## config.mk

```make
export PLATFORM = sky130hd
export DESIGN_NAME = weekday_alarm_matcher
export DESIGN_NICKNAME = d
export VERILOG_FILES = /design/src/rtl/core/wam_pkg.sv /design/src/rtl/core/weekday_alarm_matcher.sv /design/src/rtl/core/wam_cell.sv
export SDC_FILE = /design/constraint.sdc
export NUM_CORES = 1
export LEC_CHECK = 0
export BUFFER_PORTS_ARGS = -buffer_cell sky130_fd_sc_hd__buf_2
export CORE_MARGIN = 5
export CORE_UTILIZATION = 64
export CTS_CLUSTER_DIAMETER = 150
export DETAILED_ROUTE_END_ITERATION = 16
export GPL_TIMING_DRIVEN = 0
export PLACE_DENSITY = 0.92
export SKIP_LAST_GASP = 1
export SLEW_MARGIN = 20
export SYNTH_ARGS = -nofsm -noshare
export SYNTH_HDL_FRONTEND = slang
export SYNTH_SLANG_ARGS = --single-unit
```

## constraint.sdc

```tcl
create_clock -name clk -period 9.99 [get_ports clk]
set_input_delay 0 -clock clk [delete_from_list [all_inputs] [get_ports clk]]
set_output_delay 0 -clock clk [all_outputs]
set_load 0.01 [all_outputs]
```

## src/rtl/core/wam_pkg.sv

```systemverilog
package wam_pkg;

  localparam int NUM_ALARMS_DEF = 16;
  localparam int ENTRY_IDX_W = 4;
  localparam int ENTRY_CODES = 16;
  localparam logic [6:0] LAST_MINUTE_NONE = 7'd127;

  typedef enum logic [1:0] {
    ACT_TIME  = 2'd0,
    ACT_WRITE = 2'd1,
    ACT_CLEAR = 2'd2,
    ACT_NOP   = 2'd3
  } act_t;

  typedef enum logic {
    ST_IDLE = 1'b0,
    ST_SCAN = 1'b1
  } state_t;

  typedef struct packed {
    logic [1:0] action;
    logic [4:0] hour;
    logic [5:0] minute;
    logic [2:0] weekday;
    logic [3:0] entry_index;
    logic [4:0] entry_hour;
    logic [5:0] entry_minute;
    logic [6:0] entry_days;
    logic       entry_enable;
    logic [7:0] entry_melody;
    logic [7:0] entry_pulsar;
  } wam_in_t;

  typedef struct packed {
    logic       fired;
    logic [3:0] fired_index;
    logic [7:0] melody;
    logic [7:0] pulsar;
    logic       pending;
    logic [3:0] pending_index;
    logic       any_enabled;
  } wam_out_t;

  // Item travelling down the row of alarm cells, with the running match result.
  typedef struct packed {
    logic       scan;
    logic       write;
    logic       clear;
    logic [4:0] hour;
    logic [5:0] minute;
    logic [2:0] weekday;
    logic [3:0] entry_index;
    logic [4:0] entry_hour;
    logic [5:0] entry_minute;
    logic [6:0] entry_days;
    logic       entry_enable;
    logic [7:0] entry_melody;
    logic [7:0] entry_pulsar;
    logic       fired;
    logic [3:0] fired_index;
    logic [7:0] melody;
    logic [7:0] pulsar;
    logic       any_enabled;
  } wam_tok_t;

endpackage

```

## src/rtl/core/weekday_alarm_matcher.sv

```systemverilog
// Alarm table matcher with a weekday mask per entry.
// An item is accepted at a rising edge with start high and busy low. It sets
// a time sample, writes one alarm entry, clears the pending flag, or does nothing.
// Every item produces exactly one result, shown on out_data for one cycle with
// out_valid high; the receiver cannot hold results off.
// The table is a row of NUM_ALARMS cells, one entry per cell. An item walks the
// row one cell per cycle: the addressed cell takes a write, each cell compares a
// time sample with its entry, and every cell adds its enable to any_enabled.
// The result is registered once the item leaves the last cell, and busy falls
// at the same edge, so a new item is accepted only after the previous one has
// walked the whole row, whose length sets how long each item keeps busy high.
// A time sample whose minute equals the previous sample's minute still walks the
// row but does not match.
// Reset disarms every entry, clears the pending flag and index, and forgets the
// last minute, so the first time sample is always compared.
module weekday_alarm_matcher #(
  parameter int NUM_ALARMS = wam_pkg::NUM_ALARMS_DEF
) (
  input  logic              clk,
  input  logic              rst_n,
  input  logic              start,
  output logic              busy,
  input  wam_pkg::wam_in_t  in_data,
  output logic              out_valid,
  output wam_pkg::wam_out_t out_data
);
  import wam_pkg::*;

  state_t     state_r;
  state_t     state_nxt;
  logic [6:0] last_min_r;
  logic [6:0] last_min_nxt;
  logic       pend_r;
  logic       pend_nxt;
  logic [3:0] pend_idx_r;
  logic [3:0] pend_idx_nxt;
  logic       out_valid_r;
  wam_out_t   out_data_r;
  logic       accept;
  logic       is_time;
  logic       new_min;
  wam_tok_t   tok_in;
  wam_tok_t   tok_end;
  logic       done;

  logic [NUM_ALARMS:0] vld;
  wam_tok_t            tok [NUM_ALARMS+1];

  assign accept  = start && (state_r == ST_IDLE);
  assign is_time = (in_data.action == ACT_TIME);
  assign new_min = ({1'b0, in_data.minute} != last_min_r);

  always_comb begin
    tok_in              = '0;
    tok_in.scan         = is_time && new_min;
    tok_in.write        = (in_data.action == ACT_WRITE);
    tok_in.clear        = (in_data.action == ACT_CLEAR);
    tok_in.hour         = in_data.hour;
    tok_in.minute       = in_data.minute;
    tok_in.weekday      = in_data.weekday;
    tok_in.entry_index  = in_data.entry_index;
    tok_in.entry_hour   = in_data.entry_hour;
    tok_in.entry_minute = in_data.entry_minute;
    tok_in.entry_days   = in_data.entry_days;
    tok_in.entry_enable = in_data.entry_enable;
    tok_in.entry_melody = in_data.entry_melody;
    tok_in.entry_pulsar = in_data.entry_pulsar;
  end

  assign vld[0] = accept;
  assign tok[0] = tok_in;

  for (genvar g = 0; g < NUM_ALARMS; g++) begin : g_cell
    wam_cell #(
      .IDX(g)
    ) u_cell (
      .clk   (clk),
      .rst_n (rst_n),
      .vld_i (vld[g]),
      .tok_i (tok[g]),
      .vld_o (vld[g+1]),
      .tok_o (tok[g+1])
    );
  end

  assign done    = vld[NUM_ALARMS];
  assign tok_end = tok[NUM_ALARMS];

  always_comb begin
    state_nxt    = state_r;
    last_min_nxt = last_min_r;
    pend_nxt     = pend_r;
    pend_idx_nxt = pend_idx_r;
    unique case (state_r)
      ST_IDLE: begin
        if (accept) begin
          state_nxt = ST_SCAN;
          if (is_time) begin
            last_min_nxt = {1'b0, in_data.minute};
          end
        end
      end
      ST_SCAN: begin
        if (done) begin
          state_nxt = ST_IDLE;
          if (tok_end.fired) begin
            pend_nxt     = 1'b1;
            pend_idx_nxt = tok_end.fired_index;
          end else if (tok_end.clear) begin
            pend_nxt = 1'b0;
          end
        end
      end
      default: state_nxt = ST_IDLE;
    endcase
  end

  always_ff @(posedge clk) begin
    if (!rst_n) begin
      state_r     <= ST_IDLE;
      last_min_r  <= LAST_MINUTE_NONE;
      pend_r      <= 1'b0;
      pend_idx_r  <= '0;
      out_valid_r <= 1'b0;
    end else begin
      state_r     <= state_nxt;
      last_min_r  <= last_min_nxt;
      pend_r      <= pend_nxt;
      pend_idx_r  <= pend_idx_nxt;
      out_valid_r <= done;
    end
  end

  always_ff @(posedge clk) begin
    if (done) begin
      out_data_r.fired         <= tok_end.fired;
      out_data_r.fired_index   <= tok_end.fired_index;
      out_data_r.melody        <= tok_end.melody;
      out_data_r.pulsar        <= tok_end.pulsar;
      out_data_r.pending       <= pend_nxt;
      out_data_r.pending_index <= pend_idx_nxt;
      out_data_r.any_enabled   <= tok_end.any_enabled;
    end
  end

  assign busy      = (state_r == ST_SCAN);
  assign out_valid = out_valid_r;
  assign out_data  = out_data_r;

`ifndef NO_ASSERTIONS
  a_one_item: assert property (@(posedge clk) disable iff (!rst_n) $onehot0(vld))
    else $error("More than one item in the cell row.");
  a_accept_busy: assert property (@(posedge clk) disable iff (!rst_n)
    accept |=> busy)
    else $error("Accepted item did not make the block busy.");
  a_out_idle: assert property (@(posedge clk) disable iff (!rst_n)
    out_valid |-> !busy && !vld[0] == !start)
    else $error("Result shown while an item is still in the row.");
  a_fire_pend: assert property (@(posedge clk) disable iff (!rst_n)
    out_valid && out_data.fired |-> out_data.pending &&
    (out_data.pending_index == out_data.fired_index))
    else $error("A match did not raise the pending flag.");
  a_done_scan: assert property (@(posedge clk) disable iff (!rst_n)
    done |-> state_r == ST_SCAN)
    else $error("Item left the cell row while idle.");
`endif

endmodule

```

## src/rtl/core/wam_cell.sv

```systemverilog
module wam_cell #(
  parameter int IDX = 0
) (
  input  logic              clk,
  input  logic              rst_n,
  input  logic              vld_i,
  input  wam_pkg::wam_tok_t tok_i,
  output logic              vld_o,
  output wam_pkg::wam_tok_t tok_o
);
  import wam_pkg::*;

  localparam logic [ENTRY_IDX_W-1:0] CELL_ID = ENTRY_IDX_W'(IDX);
  localparam bit CELL_ADDR = (IDX < ENTRY_CODES);

  logic       en_r;
  logic       en_nxt;
  logic [4:0] hour_r;
  logic [5:0] min_r;
  logic [6:0] days_r;
  logic [7:0] mel_r;
  logic [7:0] pul_r;
  logic       vld_r;
  wam_tok_t   tok_r;
  wam_tok_t   tok_nxt;
  logic       wr_sel;
  logic       hit;
  logic [7:0] days_ext;

  always_comb begin
    wr_sel   = vld_i && tok_i.write && CELL_ADDR && (tok_i.entry_index == CELL_ID);
    en_nxt   = wr_sel ? tok_i.entry_enable : en_r;
    days_ext = {1'b0, days_r};
    hit      = vld_i && tok_i.scan && en_r && (hour_r == tok_i.hour) &&
               (min_r == tok_i.minute) && days_ext[tok_i.weekday];
    tok_nxt  = tok_i;
    if (hit) begin
      tok_nxt.fired       = 1'b1;
      tok_nxt.fired_index = CELL_ID;
      tok_nxt.melody      = mel_r;
      tok_nxt.pulsar      = pul_r;
    end
    tok_nxt.any_enabled = tok_i.any_enabled | en_nxt;
  end

  always_ff @(posedge clk) begin
    if (!rst_n) begin
      en_r  <= 1'b0;
      vld_r <= 1'b0;
    end else begin
      en_r  <= en_nxt;
      vld_r <= vld_i;
    end
  end

  always_ff @(posedge clk) begin
    if (wr_sel) begin
      hour_r <= tok_i.entry_hour;
      min_r  <= tok_i.entry_minute;
      days_r <= tok_i.entry_days;
      mel_r  <= tok_i.entry_melody;
      pul_r  <= tok_i.entry_pulsar;
    end
    tok_r <= tok_nxt;
  end

  assign vld_o = vld_r;
  assign tok_o = tok_r;

endmodule
```

After elaboration in Yosys (flattened, before gate mapping)
Cells that the tools add are included.

cells by class
  order comparisons = 16
  eq/ne operators = 50
  mux-type cells = 74
  bitwise logic cells = 16
  reduce and logical (&&, ||, !) cells = 117

operators with widths
  cell                                                                    count
  16-bit two-way mux                                                      15
  1-bit logical AND                                                       114
  6-bit equality test                                                     16
  5-bit equality test                                                     16
  3-bit by 4-bit < comparator with 1-bit output (second input constant)   16
  1-bit binary-select mux with 3-bit select                               16
  1-bit two-way mux                                                       38
  4-bit equality test (second input constant)                             8
  21-bit two-way mux                                                      1
  4-bit by 3-bit equality test with 1-bit output (second input constant)  4
  1-bit OR                                                                15
  4-bit two-way mux                                                       3
  4-bit by 2-bit equality test with 1-bit output (second input constant)  2
  6-bit by 7-bit != test with 1-bit output                                1
  4-bit by 1-bit equality test with 1-bit output (second input constant)  1
  4-bit zero test                                                         1
  3-bit AND reduction                                                     1
  2-bit by 1-bit equality test with 1-bit output (second input constant)  1
  2-bit equality test (second input constant)                             1
  2-bit zero test                                                         1
  1-bit one-hot mux with 2 select lines                                   1
  1-bit inverter                                                          1

storage, ports and cells
  bits in registers = 1810
  input bits = 58
  output and inout port bits = 29
  logic and storage cells = 673

Longest topological paths before layout
Gate-level depths: netlist of run 1.

  depth in word-level cells = 8
  gate-level depth with buffers = 7

Modules after synthesis
A second synthesis of run 1 with hierarchy kept.

second synthesis, totals
  cell total of the unflattened synthesis = 2778
  area total of the unflattened synthesis = 51169.1 µm²

by module, submodules not included
  module                             times used  cells each  area each (µm²)  sequential area each (µm²)
  wam_cell at g_cell[0].u_cell ...   5           168         3110.5           2622.5
  wam_cell at g_cell[11].u_cell ...  4           168         3108.0           2622.5
  wam_cell at g_cell[13].u_cell ...  2           169         3110.5           2622.5
  wam_cell at g_cell[4].u_cell ...   2           168         3109.2           2622.5
  wam_cell at g_cell[15].u_cell      1           169         3111.7           2622.5
  wam_cell at g_cell[12].u_cell      1           169         3108.0           2622.5
  wam_cell at g_cell[3].u_cell       1           168         3105.5           2622.5
  weekday_alarm_matcher              1           86          1420.1           1091.0

Worst setup path before layout of run 1
OpenSTA, ideal clock, no wires.

  path kind = flip-flop to flip-flop
  start = register g_cell[11].u_cell.tok_r (netlist bit g_cell[11].u_cell.tok_o[58])
  end = register g_cell[12].u_cell.en_r
  setup time = 0.077 ns
  arrival time = 4.358 ns
  data required time = 9.913 ns
  path slack = 5.554 ns
  cell stages (with the launch flop) = 4
  buffers on the path = 0
  cell sequence = dfxtp_1 nor4_1 mux2i_1 nor2b_1

between the ends
  word-level cells in the longest chain between the ends = 3

ends and longest elaborated chain
  item                                RTL line        RTL
  start, declared                     wam_cell.sv:24  wam_tok_t tok_r;
  start signal, assigned              wam_cell.sv:64  tok_r <= tok_nxt;
  4-bit equality test                 wam_cell.sv:31  wr_sel = vld_i && tok_i.write && CELL_ADDR && (tok_i.entry_index == CELL_ID);
  1-bit logical AND                   wam_cell.sv:31
  named net g_cell[12].u_cell.wr_sel  wam_cell.sv:26  logic wr_sel;
  1-bit two-way mux                   wam_cell.sv:32  en_nxt = wr_sel ? tok_i.entry_enable : en_r;
  end signal, assigned                wam_cell.sv:51  en_r <= en_nxt;
  end, declared                       wam_cell.sv:16  logic en_r;

The timed path passes the listed nets, and every way through them passes these cells.
A chain may end at the register's enable or synchronous reset.

==> flow_metrics.tcl, run 1 <==
set metrics [dict create \
    drt_wl_total_microns 100200 \
    synth_cells 2729 \
    layout.nets 3164 \
    synth_top_family_by_area "multiplexers" \
    end_kind "flip-flop" \
    min_path_type "in -> reg" \
    hpwl_microns 54400 \
    fillerInstances 3852 \
    drc 0 \
    drt-wirelength-per-cell_microns 23.42 \
    antenna_left 0 \
    synth-edff-count 571 \
    synth_cell_types 43 \
    synth_top_area_share_pct 49.52 \
    cts-buffers-inserted 152 \
    dieArea_sq_um 82970 \
    clockRootBuffer "clkbuf_16" \
    grt_pass1_vias 25820 \
    crit_start "g_cell[8].u_cell.min_r[3]" \
    grt_first_pass_wirelength_microns 154800 \
    finalHoldViolations 0 \
    power.density_nw_per_um2 241.3 \
    track_usage_pct 24.76 \
    synth-seq-cells 1795 \
    async_flop_share_pct 0 \
    synth_area_sq_um 49480 \
    clk_pin_slew_ps 70 \
    drt_iter0_markers 1739 \
    cts_sinks 1795 \
    tritoncts "yes" \
    overflow 0 \
    area_delta_synth_final_pct 16.59 \
    grt_max_degree 36 \
    worstMarginPinSlew_ps 963.0 \
    power_uw 13920 \
    synthAdderAreaFrac_pct 0 \
    yosys.area_share.xor_xnor_pct 3.222 \
    crit_path_max_fanout 10 \
    antenna_found_initial 1 \
    synthTopCellsByArea "dfxtp_1 (50%), edfxtp_1 (35%), mux2_2 (5.9%)" \
    num_vias 22800 \
    chipWidth_microns 288.1 \
    htreeDepth 4 \
    skew_ps 25.91 \
    synth-main-ff-cell "dfxtp_1" \
    synth_compound_area_share_pct 0.8067 \
    reg2reg_depth 6 \
    viasPerCell 5.331 \
    ys_seq_area_share_pct 84.18 \
    final_util_pct 74.84 \
    start_util_pct 64.19 \
    timing.rr.end "g_cell[8].u_cell.tok_o[14]" \
    setup_viol 0 \
    drt_first_pass_iters 5 \
    synth_simple_gate_area_share_pct 4.617 \
    max-cap-violations 0 \
    required_ps 10610 \
    syn-mean-instance-area_sq_um 18.13 \
    rsz0062_at_grt "false" \
    synth_commonest_cells "dfxtp_1 (1,224), edfxtp_1 (571), mux2_2 (258), xnor2_1 (121), xor2_1 (61)" \
    yosys.area.top_type "dfxtp_1" \
    critical_path.endpoint "g_cell[8].u_cell.tok_o[14]" \
    max_slew_margin_pct 34.14 \
    final-max-slew-violation-count 0 \
    worst_ep_arrival_time_ps 4060 \
    gp_congestion 0.8338 \
    tns_ps 0 \
    core_area_sq_um 77080 \
    insertion_delay_ps 760 \
    ioPinCount 87 \
    io_buffers 85 \
    post-route-period-util_pct 34.34 \
    ff2ff_setup_slack_ps 6560 \
    fp.dieH_microns 288.1 \
    seqCellArea_sq_um 41650 \
    finalCriticalPeriod_ps 3431 \
    status "finished clean" \
    muxShareOfSynthArea_pct 6.742 \
    start_kind "flip-flop" \
    multi_input_area_sq_um 7681 \
    p_leak_uw 0.02208 \
    row_count 102 \
    path_class "reg -> reg" \
    drive_above_1_share_pct 21.79 \
    yosysWarnings 0 \
    syn_nets 2787 \
    max_freq_mhz 291.5 \
    ir_worst_vdd_uv 185.0 \
    clk_path_buf_depth 3 \
    post_cts_buffers 0 \
    synth_most_common_cell "dfxtp_1" \
    crit-reg2reg-launch "g_cell[8].u_cell.min_r[3]" \
]
==> cells by family after synthesis <==
group | after synthesis
AND/OR/NAND/NOR | 367
multiplexers | 296
AO/OA/AOI/OAI | 42
XOR/XNOR | 182
flip-flops | 1795
buffers and inverters | 47
==> worst min-delay path by stage <==
stage	startpoint	to	depth (start not counted)
2_1_floorplan	in_data[0]	g_cell[0].u_cell.tok_o[22]	0
3_3_place_gp	in_data[29]	g_cell[0].u_cell.tok_o[51]	1
3_5_place_dp	in_data[12]	g_cell[0].u_cell.tok_o[34]	1
4_1_cts	in_data[7]	g_cell[0].u_cell.pul_r[7]	2
5_1_grt	in_data[6]	g_cell[0].u_cell.pul_r[6]	2
6_report	in_data[7]	g_cell[0].u_cell.pul_r[7]	2
==> layer usage <==
| layer | vias up | GRT usage, % | wire [microns] |
|---|---|---|---|
| met2 | 688 | 48.51 | 57830 |
| li1 | 10380 | - | - |
| met5 | - | 0 | 0 |
| met4 | 0 | 10.56 | 4128 |
| met3 | 260 | 4.466 | 3746 |
| met1 | 11480 | 25.64 | 34460 |
==> layout by cell type, fill, tap and decap left out, drive strengths merged, types with 5 or more instances in the layout <==
cell         instances
dlygate4sd3        111
dfxtp             1224
edfxtp             571
nor2                15
mux2               267
inv                 22
bufinv               6
buf                137
xnor2              121
and2                28
mux2i               28
clkbuf             238
a2111oi             19
nand2b              21
nor3                 9
nor2b               53
nor4                29
nor3b               24
o211ai              12
or4                 11
clkinv              38
xor2                61
a211oi               5
nand4               45
nand3               24
or2                 43
and3                23
nand2               29
==> worst max-delay path, stage by stage, from the launching register on <==
cell	delay (ps)
edfxtp_1	400
xor2_1	220
nor4_1	620
nand4_1	180
a2111oi_0	880
clkbuf_1	560
mux2_2	450
==> final cells by class <==
type                            instances  area share, %
Antenna cell                            1       0.004338
Buffer                                 35         0.2971
Clock buffer                          228          7.834
Clock inverter                         56         0.8437
Inverter                               12        0.07808
Multi-Input combinational cell        887          13.31
Sequential cell                      1795          72.20
Tap cell                             1040          2.256
Timing Repair Buffer                  223          3.171
==> what timing repair did <==
action	CTS	global route
hold endpoints to repair	113	0
gates resized for setup	0	0
hold buffers	111	0
==> metrics by stage <==
step                      instance area [sq um]  hold WS, ps  setup slack, ps  cells
after floorplan                           49480        27.72             5554   2729
after global placement                    51210        116.3             4252   3854
after detailed placement                  51570        116.7             6986   3881
after CTS                                 57690        1.197             6577   4276
after global routing                      57690        16.99             6424   4276
final                                     57690        51.24             6559   4277
==> power by group <==
| group | switching [uW] | internal (uW) |
|---|---|---|
| registers | 135 | 7700 |
| clock network | 2630 | 3310 |
| logic | 66.9 | 77.9 |
| total | 2840 | 11100 |
==> flip-flops by register name (all words and copies together) (netlist names), 27 cells and up <==
register,count
g_cell.u_cell.days_r,112
g_cell.u_cell.tok_o,1178
g_cell.u_cell.hour_r,80
g_cell.u_cell.pul_r,128
g_cell.u_cell.min_r,96
out_data,27
g_cell.u_cell.mel_r,128
No activity file was read; power rests on OpenSTA's default activity.
==> run 2: changes to the inputs <==
--- a/config.mk
+++ b/config.mk
@@ -5,13 +5,14 @@
 export SDC_FILE = /design/constraint.sdc
 export NUM_CORES = 1
 export LEC_CHECK = 0
+export ABC_AREA = 1
 export BUFFER_PORTS_ARGS = -buffer_cell sky130_fd_sc_hd__buf_2
 export CORE_MARGIN = 5
-export CORE_UTILIZATION = 64
+export CORE_UTILIZATION = 55
 export CTS_CLUSTER_DIAMETER = 150
 export DETAILED_ROUTE_END_ITERATION = 16
 export GPL_TIMING_DRIVEN = 0
-export PLACE_DENSITY = 0.92
+export PLACE_DENSITY = 0.85
 export SKIP_LAST_GASP = 1
 export SLEW_MARGIN = 20
 export SYNTH_ARGS = -nofsm -noshare
==> constraint.sdc (replaced) <==
create_clock -name clk -period 2.9 [get_ports clk]
set_input_delay 0 -clock clk [delete_from_list [all_inputs] [get_ports clk]]
set_output_delay 0 -clock clk [all_outputs]
set_load 0.01 [all_outputs]
==> run 2 against run 1 <==
Net effect:
- clock skew decreased by 2.6 ps
- sequential share of layout area decreased by 3.6 points
- final cell count increased by 33%
- total power increased to 3.5 times the previous value
- utilization decreased by 10 points
- critical path depth increased by 2
- die area increased by 21%
- via count increased by 25%
- register-to-register slack got worse by 6300 ps
- clock power increased to 3.5 times the previous value
- combinational power increased to 4.7 times the previous value
- largest power group unchanged
==> flow_metrics.tcl, run 2 <==
set metrics [dict create \
    cts_sinks 1795 \
    tritoncts "yes" \
    synth-main-ff-cell "dfxtp_1" \
    drt_first_pass_iters 8 \
    switching_share_pct 20.36 \
    clk_path_buf_depth 3 \
    synth_area_sq_um 51990 \
    synth_most_common_cell "dfxtp_1" \
    crit_path_max_fanout 10 \
    viasPerCell 5.040 \
    internal_power_uw 38450 \
    p_leak_uw 0.02511 \
    hpwl_microns 56590 \
    drt_wl_total_microns 101900 \
    syn_nets 3965 \
    ioPinCount 87 \
    synth-seq-cells 1795 \
    power.net_switching_uw 9828 \
    ir_worst_vdd_uv 784.8 \
    power.density_nw_per_um2 794.9 \
    htreeDepth 4 \
    synth_cells 3907 \
    min_path_type "in -> reg" \
    synth_commonest_cells "dfxtp_1 (1,224), nand2_1 (886), edfxtp_1 (571), inv_1 (267), nand4_1 (249)" \
    p_clk_share_pct 42.8 \
    grt_pass1_vias 30980 \
    antenna_left 0 \
    insertion_delay_ps 760 \
    gp_congestion 0.8345 \
    overflow 0 \
    drive_above_1_share_pct 12.88 \
    antenna_found_initial 1 \
    drt-wirelength-per-cell_microns 17.98 \
    io_buffers 85 \
    synth_cell_types 39 \
    path_class "reg -> reg" \
    rsz0062_at_grt "false" \
    max-cap-violations 0 \
    ff2ff_setup_slack_ps 310 \
    synthTopCellsByArea "dfxtp_1 (47%), edfxtp_1 (33%), nand2_1 (6.4%)" \
    setup_viol 0 \
    largest_reg_flops 1178 \
    async_flop_share_pct 0 \
    yosys.area.top_type "dfxtp_1" \
    max_freq_mhz 385.9 \
    post-route-period-util_pct 89.35 \
    chipWidth_microns 317.5 \
    dieArea_sq_um 100800 \
    end_kind "flip-flop" \
    worstMarginPinSlew_ps 998.8 \
    final-max-slew-violation-count 0 \
    power_frac_seq_pct 55.8 \
    area_delta_synth_final_pct 16.83 \
    clk_pin_slew_ps 70 \
    post_cts_buffers 0 \
    track_usage_pct 20.11 \
    skew_ps 23.32 \
    yosysWarnings 0 \
    drc 0 \
    row_count 112 \
    grt_max_degree 36 \
    status "finished clean" \
    antennaDiodeCount 0 \
    final_cell_mix "dfxtp_1 (1,223), nand2_1 (886), edfxtp_1 (571)" \
    syn-mean-instance-area_sq_um 13.31 \
    layout.nets 4343 \
    drt_iter0_markers 2173 \
    num_vias 28580 \
    core_area_sq_um 93610 \
    final_util_pct 64.88 \
    grt_first_pass_wirelength_microns 164500 \
    fp.dieH_microns 317.5 \
    clockRootBuffer "clkbuf_16" \
    worst_ep_arrival_time_ps 3250 \
    start_util_pct 55.54 \
    required_ps 3550 \
    cts-buffers-inserted 152 \
    whs_ps 71.99 \
    max_slew_margin_pct 32.90 \
    ys_seq_area_share_pct 80.11 \
    synth-edff-count 571 \
    finalCriticalPeriod_ps 2591 \
    p_comb_share_pct 1.4 \
    start_kind "flip-flop" \
    synth_top_area_share_pct 47.13 \
    final_common_cell "dfxtp_1" \
    finalHoldViolations 0 \
]
## run 2: changes by cell type in the layout (fill, tap and decap cells not counted), moves of 32 or more
| cell | change |
|---|---|
| nor2_1 | +208 |
| mux2_2 | -258 |
| xor2_1 | +42 |
| nand3_1 | +42 |
| nor2b_1 | -51 |
| inv_1 | +254 |
| nand2_1 | +857 |
| xnor2_1 | -111 |
| or2_2 | -38 |
| nand4_1 | +204 |
| buf_2 | +32 |
## run 2: path summary, 6_finish.rpt
| kind | start | end | cells after the start |
|---|---|---|---|
| max reg2reg | busy | g_cell[0].u_cell.tok_o[6] | 8 |
| min | in_data[53] | g_cell[0].u_cell.tok_o[76] | 4 |
| min reg2reg | g_cell[7].u_cell.tok_o[75] | g_cell[8].u_cell.tok_o[75] | 0 |
| max | busy | g_cell[0].u_cell.tok_o[6] | 8 |
## run 2: stage by stage
stage / instance area (sq um) / worst slack [ps] / instances / total power (uW) / setup TNS [ps]
floorplan: 52100 / -27.14 / 3907 / 27640 / -27.14
global placement: 54090 / -749.4 / 5246 / 27870 / -22430
detailed placement: 54460 / 699.1 / 5272 / 27960 / 0
CTS: 60740 / 677.8 / 5670 / 48340 / 0
global route: 60740 / 364.6 / 5670 / 49790 / 0
finish: 60740 / 308.7 / 5670 / 48280 / 0
## run 2: final cells by class
type                            count  area, sq um
Clock inverter                     65        705.7
Timing Repair Buffer              224         1863
Buffer                             91        571.8
Sequential cell                  1795        41650
Tap cell                         1254         1569
Clock buffer                      220         4436
Multi-Input combinational cell   1736         8870
Inverter                          285         1070
Fill cell                        5751        32870
## run 2: routing by layer
metal	routed length (microns)	vias to the layer above	share of wire (%)	track usage (%)
met3	4206	292	4.1	3.464
li1	-	13620	-	-
met1	37410	13750	37	21.57
met5	0	-	0	0
met4	4321	0	4.2	9.093
met2	56010	914	55	38.52
## run 2: critical path, stage by stage (launching register included)
cell and delay [ps]:
dfxtp_1 410, nor2_2 570, nand2_1 230, nor2_1 210, nand2_1 110, nor2_1 240
nand3_2 280, buf_6 260, nor3_2 180
## run 2: power groups by stage
stage	clock network, uW	logic [uW]	registers (uW)
after floorplan	0	342	27300
after global placement	0	464	27400
after detailed placement	0	499	27500
after CTS	20800	650	26900
after global routing	22000	738	27000
final	20700	684	26900
## run 2: logic make-up (layout without fill, tap and decap cells)
logic type	Yosys count	after routing	synth area share, %
DFF	1795	1795	80.11
AOI/OAI and AO/OA	68	68	0.8063
xor gates and xnor gates	113	113	1.904
muxes	3	3	0.05776
buffers and inverters	376	885	3.158
and+or+nand+nor	1552	1552	13.96
## run 2: repair_timing
action,4_1_cts,5_1_grt
resized for setup,0,0
hold buffers,113,0
endpoints found under the setup margin,0,0
endpoints found under the hold margin,137,0
